**src/hdl/mm_pkg.sv**
```systemverilog
// Shared types and constants for the matrix multiply block.
`timescale 1ns / 1ps

package mm_pkg;

  localparam int MAX_DIM_DEFAULT = 8;
  localparam int CFG_W           = 4;
  localparam int ELEM_W          = 16;
  localparam int PROD_W          = 2 * ELEM_W;
  localparam int VALUE_W         = 35;
  localparam int IDX_W           = 3;
  // column tag carried along the chain; covers every legal MAX_DIM (up to 16)
  localparam int TOK_COL_W       = 4;

  typedef struct packed {
    logic                     first;
    logic [TOK_COL_W-1:0]     col;
    logic signed [ELEM_W-1:0] a;
    logic signed [ELEM_W-1:0] b;
  } tok_t;

endpackage

```
**src/hdl/mm_cell.sv**
```systemverilog
// One multiply-accumulate cell of the column chain.
`timescale 1ns / 1ps

module mm_cell #(
  parameter int COL = 0
) (
  input  logic                              clk,
  input  logic                              rst,
  input  logic                              in_valid,
  input  mm_pkg::tok_t                      in_tok,
  output logic                              fwd_valid,
  output mm_pkg::tok_t                      fwd_tok,
  output logic signed [mm_pkg::VALUE_W-1:0] acc
);
  import mm_pkg::*;

  logic                     match;
  logic                     prod_valid;
  logic                     prod_first;
  logic signed [PROD_W-1:0] prod;

  assign match = in_valid && (in_tok.col == TOK_COL_W'(COL));

  always_ff @(posedge clk) begin
    if (rst) begin
      fwd_valid  <= 1'b0;
      prod_valid <= 1'b0;
    end else begin
      fwd_valid  <= in_valid;
      prod_valid <= match;
    end
    fwd_tok <= in_tok;
    if (match) begin
      prod       <= $signed(in_tok.a) * $signed(in_tok.b);
      prod_first <= in_tok.first;
    end
    // first term of a row restarts the sum
    if (prod_valid) begin
      acc <= prod_first ? VALUE_W'(prod) : acc + VALUE_W'(prod);
    end
  end

endmodule

```
**config.mk**
```make
export PLATFORM = sky130hd
export DESIGN_NAME = mm_cell
export DESIGN_NICKNAME = d
export VERILOG_FILES = /design/src/hdl/mm_pkg.sv /design/src/hdl/mm_cell.sv
export SDC_FILE = /design/constraint.sdc
export NUM_CORES = 1
export LEC_CHECK = 0
export BUFFER_PORTS_ARGS = -buffer_cell sky130_fd_sc_hd__buf_2
export CAP_MARGIN = 30
export CORE_AREA = 10 10 195 197
export CTS_BUF_LIST = sky130_fd_sc_hd__clkbuf_16
export DETAILED_ROUTE_END_ITERATION = 6
export DIE_AREA = 0 0 205 207
export PLACE_DENSITY = 0.58
export SYNTH_ARGS = -nofsm -noshare
export SYNTH_HDL_FRONTEND = slang
export SYNTH_SLANG_ARGS = --single-unit
```
**constraint.sdc**
```tcl
create_clock -name clk -period 19.2 [get_ports clk]
set_input_delay 1.92 -clock clk [delete_from_list [all_inputs] [get_ports clk]]
set_output_delay 1.92 -clock clk [all_outputs]
set_load 0.02 [all_outputs]
```
==> impl_metrics.ini, run 1 <==
[layout]
final_common_cell = inv_1
drive_gt1_share_pct = 8.922
area_delta_synth_final_pct = 8.378
fill_cells = 3285
diodes = 0
seqCellArea_um2 = 2823
final_net_count = 2028
final_cell_mix = inv_1, fa_1, nand2_1, and2_1, ha_1
multiInputGateArea_um2 = 10660

[synthesis]
syn_nets = 1947
synthCells = 1528
synth-async-reset-ratio_pct = 0
synth.distinct_cells = 63
syn_avg_cell_area_um2 = 9.734
synth_seq_cells = 107
synth-edff-count = 68
seq_area_frac_synth_pct = 18.98
yosysWarnings = 0
synth_area_um2 = 14870
synth_ff_type = edfxtp_1

[floorplanning]
die_x_um = 205
fp.dieH_um = 207
initial_core_util_pct = 43.60
die_area_um2 = 42440
core.rowCount = 68
core_area_um2 = 34120
ios = 113

[cts]
cts_resized = 0
cts_max_level = 3
clk_pin_slew_ns = 0.07
clockBufferDepth = 2
cts_made_buffers = 9
cts_root_buf = clkbuf_16
cts_tree = built
hold_buffers = 0
clock_latency_ns = 0.38
cts.sinks = 107
post_cts_buffers = 0

[sta]
fin_ws_ns = 11.32
setup_viol = 0
relSlewSlack_pct = 57.91
finClkSkew_ns = 0.009290
slew_violations = 0
max_freq_ghz = 0.1269
finalCritPeriodShare_pct = 41.04
rsz0062_at_grt = no
post-route-min-period_ns = 7.880
worst_pin_slew_ns = 0.6314
final.setup.tns_ns = 0
hold_viol_final = 0

[placement]
dp_hpwl_um = 28520
gp_congestion = 0.8676
numPortBuffers = 112
preCtsSetupSlack_ns = 10.97

[grt]
grt_usage_pct = 17.30
grt_max_degree = 71
antenna_found_initial = 0
grt-ovfl-total = 0
grt_pass1_wl_um = 58760
grt_pass1_vias = 11144

[route]
dr_total_vias = 10503
first_iter_violations = 444
drcViolationCount = 0
vias_per_cell = 5.076
dr.pass1.iters = 5
wirelength_um = 35660
wl_per_cell_um = 17.23
final_antenna_net_count = 0

[setup_path]
critical_path.most_common_cell = fa_1
crit_path_start_kind = primary input
critPathKind = primary input to flip-flop
worstPathArrival_ns = 8.12
critPathTopFamily = adder cells
path_cells = buf_2 > nand2_1 > fa_1 > inv_1 > fa_1 > fa_1 > fa_1 > fa_1 > fa_1 > ha_1 > a21o_1 > a21oi_1 > o21bai_1 > or2_2 > a21o_1 > o21a_1 > or4b_1 > nand3_1
worst_ep_required_time_ns = 19.44
slowest_stage = fa_1
slowest_delay_ns = 0.88
path_max_fanout = 17
cp_num_buf_inv = 2
critPathCaptureType = flip-flop

[worst_hold_path]
hp-class = flip-flop to flip-flop

[job]
drv_cap = 0

[run_status]
status = finished, final reports clean
==> cell usage after synthesis, drive strengths merged, types with 3 or more instances <==
master,instances,area [um2]
nand2,168,630.6
a211oi,6,50.05
inv,325,1220
o211ai,6,45.04
ha,116,1451
nor2b,8,50.05
nor4,3,18.77
a21boi,3,22.52
clkbuf,44,165.2
a21oi,45,229.0
fa,263,5265
xor2,15,131.4
nor4b,7,61.31
nor3,17,85.08
a221oi,3,26.28
edfxtp,68,2042
o21a,8,67.56
a31oi,10,68.81
o31ai,6,45.04
nand3,14,70.07
nor2,31,116.4
nand2b,10,62.56
mux2,3,33.78
dfxtp,39,780.8
o2111ai,4,35.03
nor3b,3,22.52
nand4,7,43.79
xnor2,40,350.3
a21o,29,217.7
and3,5,31.28
and2,127,794.5
o21bai,11,82.58
o21ai,54,274.0
==> sequential cells by signal, indices dropped and copies added, names as in the netlist <==
name	count
fwd_tok	37
acc	35
prod	32
fwd_valid	1
prod_first	1
prod_valid	1
==> final timing paths <==
check / start / to / slack [ns] / cells after the start
worst min-delay path: prod[3] / acc[3] / 0.56 / 2
worst max register to register: prod[0] / acc[28] / 16.05 / 12
worst max-delay path: in_tok[2] / prod[27] / 11.32 / 18
worst min register to register: prod[3] / acc[3] / 0.56 / 2
==> layout make-up <==
type	count	area share, %
Multi-Input combinational cell	1051	66.14
Sequential cell	107	17.51
Inverter	325	7.568
Timing Repair Buffer	115	3.617
Tap cell	455	3.532
Clock buffer	9	1.397
Clock inverter	7	0.2406
==> layer usage <==
metal	wire length [um]	up-vias	track usage, %
met5	0	-	0
met1	17000	5261	24.43
met4	429	0	3.968
met2	16260	249	26.83
li1	-	4965	-
met3	1976	28	3.355
==> cells by family (layout without fill, tap and decap cells) <==
logic type / after synthesis / after routing / share of synthesized area [%]
and+or+nand+nor: 410 / 410 / 13.90
adders and majority gates: 379 / 379 / 45.15
buffers and inverters: 370 / 456 / 9.346
AOI/OAI and AO/OA: 202 / 202 / 9.026
DFF: 107 / 107 / 18.98
xor gates and xnor gates: 55 / 55 / 3.239
muxes: 5 / 5 / 0.3617
==> through the flow <==
| stage | cells | hold WS (ns) | cell area, um2 | util [%] |
|---|---|---|---|---|
| detailed placement | 2053 | 0.5519 | 15860 | 46.48 |
| global route | 2069 | 0.6151 | 16120 | 47.25 |
| CTS | 2069 | 0.5678 | 16120 | 47.25 |
| finish | 2069 | 0.5612 | 16120 | 47.25 |
| floorplan | 1528 | 0.5281 | 14870 | - |
| global placement | 2053 | 0.5452 | 15860 | 46.48 |
==> worst min-delay path, delay by kind of cell (launching register included) <==
family           cells  cell delay (ns)
AO/OA/AOI/OAI        1             0.06
AND/OR/NAND/NOR      1             0.05
flip-flops           1             0.35
Power of run 1 is not shown: default switching activity piles up to over one toggle a cycle in this logic, so the estimate is an artifact.
==> run 2: changes to the inputs <==
- clock period: 19.2 -> 7.83 ns (I/O delays scaled with it)
==> run 2 against run 1 <==
- sequential share of layout area decreased by 0.051 points
- die area unchanged
- highest routed layer unchanged
- worst setup slack got worse by 10 ns
- register-to-register slack got worse by 11 ns
- sequential cell count unchanged
- core utilization increased by 0.14 points
- non-clock buffer count increased by 4
- wire length increased by 0.25%
- via count decreased by 0.37%
- final cell count increased by 0.19%
- first-iteration DRC count decreased by 3.8%
==> impl_metrics.ini, run 2 (same netlist as run 1, synthesis figures left out) <==
[run_status]
status = finished, final reports clean

[grt]
grt_pass1_wl_um = 58740
antenna_found_initial = 0
grt_pass1_vias = 11101
grt_max_degree = 71
grt_usage_pct = 17.26
grt-ovfl-total = 0

[sta]
slew_violations = 0
worst_pin_slew_ns = 0.6412
final.setup.tns_ns = 0
finalCritPeriodShare_pct = 86.49
fin_ws_ns = 1.058
hold_viol_final = 0
relSlewSlack_pct = 57.25
setup_viol = 0
post-route-min-period_ns = 6.772
rsz0062_at_grt = no
max_freq_ghz = 0.1477
finClkSkew_ns = 0.009724

[layout]
regMostFlops = fwd_tok
final_cell_mix = inv_1, fa_1, nand2_1, and2_1, ha_1
fill_cells = 3282
final_net_count = 2032
design_area_um2 = 16170
drive_gt1_share_pct = 8.962
largest_reg_flops = 37
final_common_cell = inv_1
diodes = 0
reg.largest.list = fwd_tok: 37 flops, acc: 35 flops, prod: 32 flops
area_delta_synth_final_pct = 8.698

[setup_path]
worstPathArrival_ns = 7.01
critPathCaptureType = flip-flop
path_max_fanout = 17
crit_path_start_kind = primary input
critPathKind = primary input to flip-flop
slowest_stage = fa_1
worst_ep_required_time_ns = 8.07
path_depth = 18
path_cells = buf_2 > nand2_1 > fa_1 > inv_1 > fa_1 > fa_1 > fa_1 > fa_1 > fa_1 > ha_1 > a21o_1 > a21oi_1 > o21bai_1 > or2_2 > a21o_1 > o21a_1 > or4b_1 > nand3_1
slowest_delay_ns = 0.88
critPathTopFamily = adder cells
rr_worst_depth = 12
critical_path.most_common_cell = fa_1
cp_num_buf_inv = 2

[placement]
gp_congestion = 0.8621
dp_hpwl_um = 28640
placed_area_um2 = 15890
numPortBuffers = 112
preCtsSetupSlack_ns = 0.6728

[route]
drcViolationCount = 0
final_antenna_net_count = 0
wirelength_um = 35750
vias_per_cell = 5.048
dr_total_vias = 10464
first_iter_violations = 427
wl_per_cell_um = 17.24
dr.pass1.iters = 5

[cts]
cts_tree = built
cts_max_level = 3
cts_resized = 0
clockBufferDepth = 2
clock_latency_ns = 0.37
cts_root_buf = clkbuf_16
clk_pin_slew_ns = 0.07
cts_made_buffers = 9
hold_buffers = 0
post_cts_buffers = 0
cts.sinks = 107

[floorplanning]
ios = 113
fp.dieH_um = 207
die_x_um = 205
initial_core_util_pct = 43.60
die_area_um2 = 42440
core.rowCount = 68
core_area_um2 = 34120

[worst_hold_path]
hp-class = primary input to flip-flop
holdPathStages = 1

[job]
drv_cap = 0
[run 2: cell type report]
class,instances,area (um2),share of cell area (%)
sequential,107,2823,17.46
multi-input combinational,1051,10660,65.94
tap,455,569.3,3.521
clock inverter,7,56.30,0.3482
inverter,325,1220,7.545
clock buffer,9,225.2,1.393
timing repair buffer,119,613.1,3.792
[run 2: per-stage QoR]
stage               std cells  utilization, %  hold WS, ns
global route             2073           47.39       0.5027
floorplan                1528               -       0.5281
finish                   2073           47.39       0.5266
CTS                      2073           47.39       0.4943
global placement         2057           46.56       0.5455
detailed placement       2057           46.56       0.5520
[run 2: worst paths after layout]
check | start | endpoint | slack [ns]
setup / recovery | in_tok[31] | prod[27] | 1.06
hold / removal | in_tok[36] | fwd_tok[36] | 0.53
setup reg to reg | prod[0] | acc[28] | 4.71
hold reg to reg | prod[5] | acc[5] | 0.56
[run 2: layer usage]
metal	vias up	global-route usage [%]	part of all wire (%)
li1	4966	-	-
met2	277	26.72	46
met1	5189	23.90	46
met4	0	4.321	1.5
met5	-	0	0
met3	32	3.948	6.4
Power of run 2 is left out for the same reason.
==> run 3: changes to the inputs <==
- RECOVER_POWER: unset -> 100
==> run 3 against run 2 <==
- the run now ends with max-capacitance violations, max-slew violations left
- largest cell class unchanged
- critical endpoint unchanged
- die area unchanged
- sequential cell count unchanged
- non-clock buffer count unchanged
- sequential share of layout area up 0.18 points
- via count about the same
- worst hold slack about the same
- highest routed layer unchanged
- worst setup slack worse by 0.30 ns
- final area down 1.0%
==> impl_metrics.ini, run 3 (same netlist as run 1, synthesis figures left out) <==
[sta]
fin_ws_ns = 0.7599
post-route-min-period_ns = 7.070
rsz0062_at_grt = no
finClkSkew_ns = 0.009343
relSlewSlack_pct = -80.67
finalCritPeriodShare_pct = 90.29
final.setup.tns_ns = 0
max_freq_ghz = 0.1414
setup_viol = 0
slew_violations = 142
hold_viol_final = 0
worst_pin_slew_ns = 2.710

[floorplanning]
fp.dieH_um = 207
die_x_um = 205
core.rowCount = 68
core_area_um2 = 34120
initial_core_util_pct = 43.60
die_area_um2 = 42440
ios = 113

[cts]
cts_resized = 0
clockBufferDepth = 2
clk_pin_slew_ns = 0.07
cts_tree = built
clock_latency_ns = 0.37
cts_root_buf = clkbuf_16
cts.sinks = 107
cts_max_level = 3
hold_buffers = 0
cts_made_buffers = 9
post_cts_buffers = 0

[route]
wirelength_um = 35880
wl_per_cell_um = 17.31
dr_total_vias = 10460
vias_per_cell = 5.046
dr.pass1.iters = 5
final_antenna_net_count = 0
first_iter_violations = 493
drcViolationCount = 0

[placement]
dp_hpwl_um = 28640
gp_congestion = 0.8621
numPortBuffers = 112
preCtsSetupSlack_ns = 0.6728

[grt]
grt_max_degree = 71
grt_pass1_vias = 11101
antenna_found_initial = 0
grt_pass1_wl_um = 58740
grt_usage_pct = 17.26
grt-ovfl-total = 0

[worst_hold_path]
hp-class = primary input to flip-flop

[run_status]
status = complete, but fails checks
violations = max-capacitance violations, max-slew violations

[layout]
final_common_cell = inv_1
final_net_count = 2032
area_delta_synth_final_pct = 7.579
drive_gt1_share_pct = 2.101
regMostFlops = fwd_tok
diodes = 0
fill_cells = 3330
final_cell_mix = inv_1, fa_1, nand2_1, and2_1, ha_1
largest_reg_flops = 37
reg.largest.list = fwd_tok: 37 flops, acc: 35 flops, prod: 32 flops

[setup_path]
worstPathArrival_ns = 7.31
critPathCaptureType = flip-flop
worst_ep_required_time_ns = 8.07
critPathKind = primary input to flip-flop
crit_path_start_kind = primary input
path_max_fanout = 17

[job]
drv_cap = 3
[run 3: metal layers]
metal | up-vias | GRT usage [%] | part of all wire (%)
met4 | 0 | 4.321 | 1.4
met2 | 228 | 26.72 | 46
met1 | 5240 | 23.90 | 47
met3 | 28 | 3.948 | 5.4
li1 | 4964 | - | -
met5 | - | 0 | 0
[run 3: area by class of cell]
cell class / instances / area (um2) / share of cell area [%]
clock buffers: 9 / 225.2 / 1.407
clock inverters: 7 / 56.30 / 0.3519
inverters: 325 / 1220 / 7.624
multi-input cells: 1051 / 10640 / 66.51
flip-flops and latches: 107 / 2823 / 17.64
well taps: 455 / 569.3 / 3.558
repair buffers: 119 / 465.4 / 2.909
[run 3: worst max-delay path: stages]
cell and delay [ns]:
clkbuf_1 0.61, nand2_1 0.16, fa_1 0.61, inv_1 0.13, fa_1 0.88, fa_1 0.55, fa_1 0.58, fa_1 0.43
fa_1 0.45, ha_1 0.40, a21o_1 0.22, a21oi_1 0.14, o21bai_1 0.10, or2_2 0.29, a21o_1 0.18, o21a_1 0.20
or4b_1 0.47, nand3_1 0.10
[run 3: path summary, 6_finish.rpt]
kind                    from     endpoint  slack [ns]  depth (start not counted)
hold reg to reg     prod[30]      acc[30]        0.56                          2
setup reg to reg     prod[0]      acc[28]        4.47                         12
setup / recovery   in_tok[3]     prod[27]        0.76                         18
hold / removal    in_tok[36]  fwd_tok[36]        0.53                          1
[run 3: per-stage QoR]
stage / instances / hold slack [ns] / util [%] / instance area, um2
2_1_floorplan: 1528 / 0.5281 / - / 14870
3_3_place_gp: 2057 / 0.5455 / 46.56 / 15890
3_5_place_dp: 2057 / 0.5520 / 46.56 / 15890
4_1_cts: 2073 / 0.4943 / 47.39 / 16170
5_1_grt: 2073 / 0.5027 / 46.90 / 16000
6_report: 2073 / 0.5262 / 46.90 / 16000
Power of run 3 is left out for the same reason.
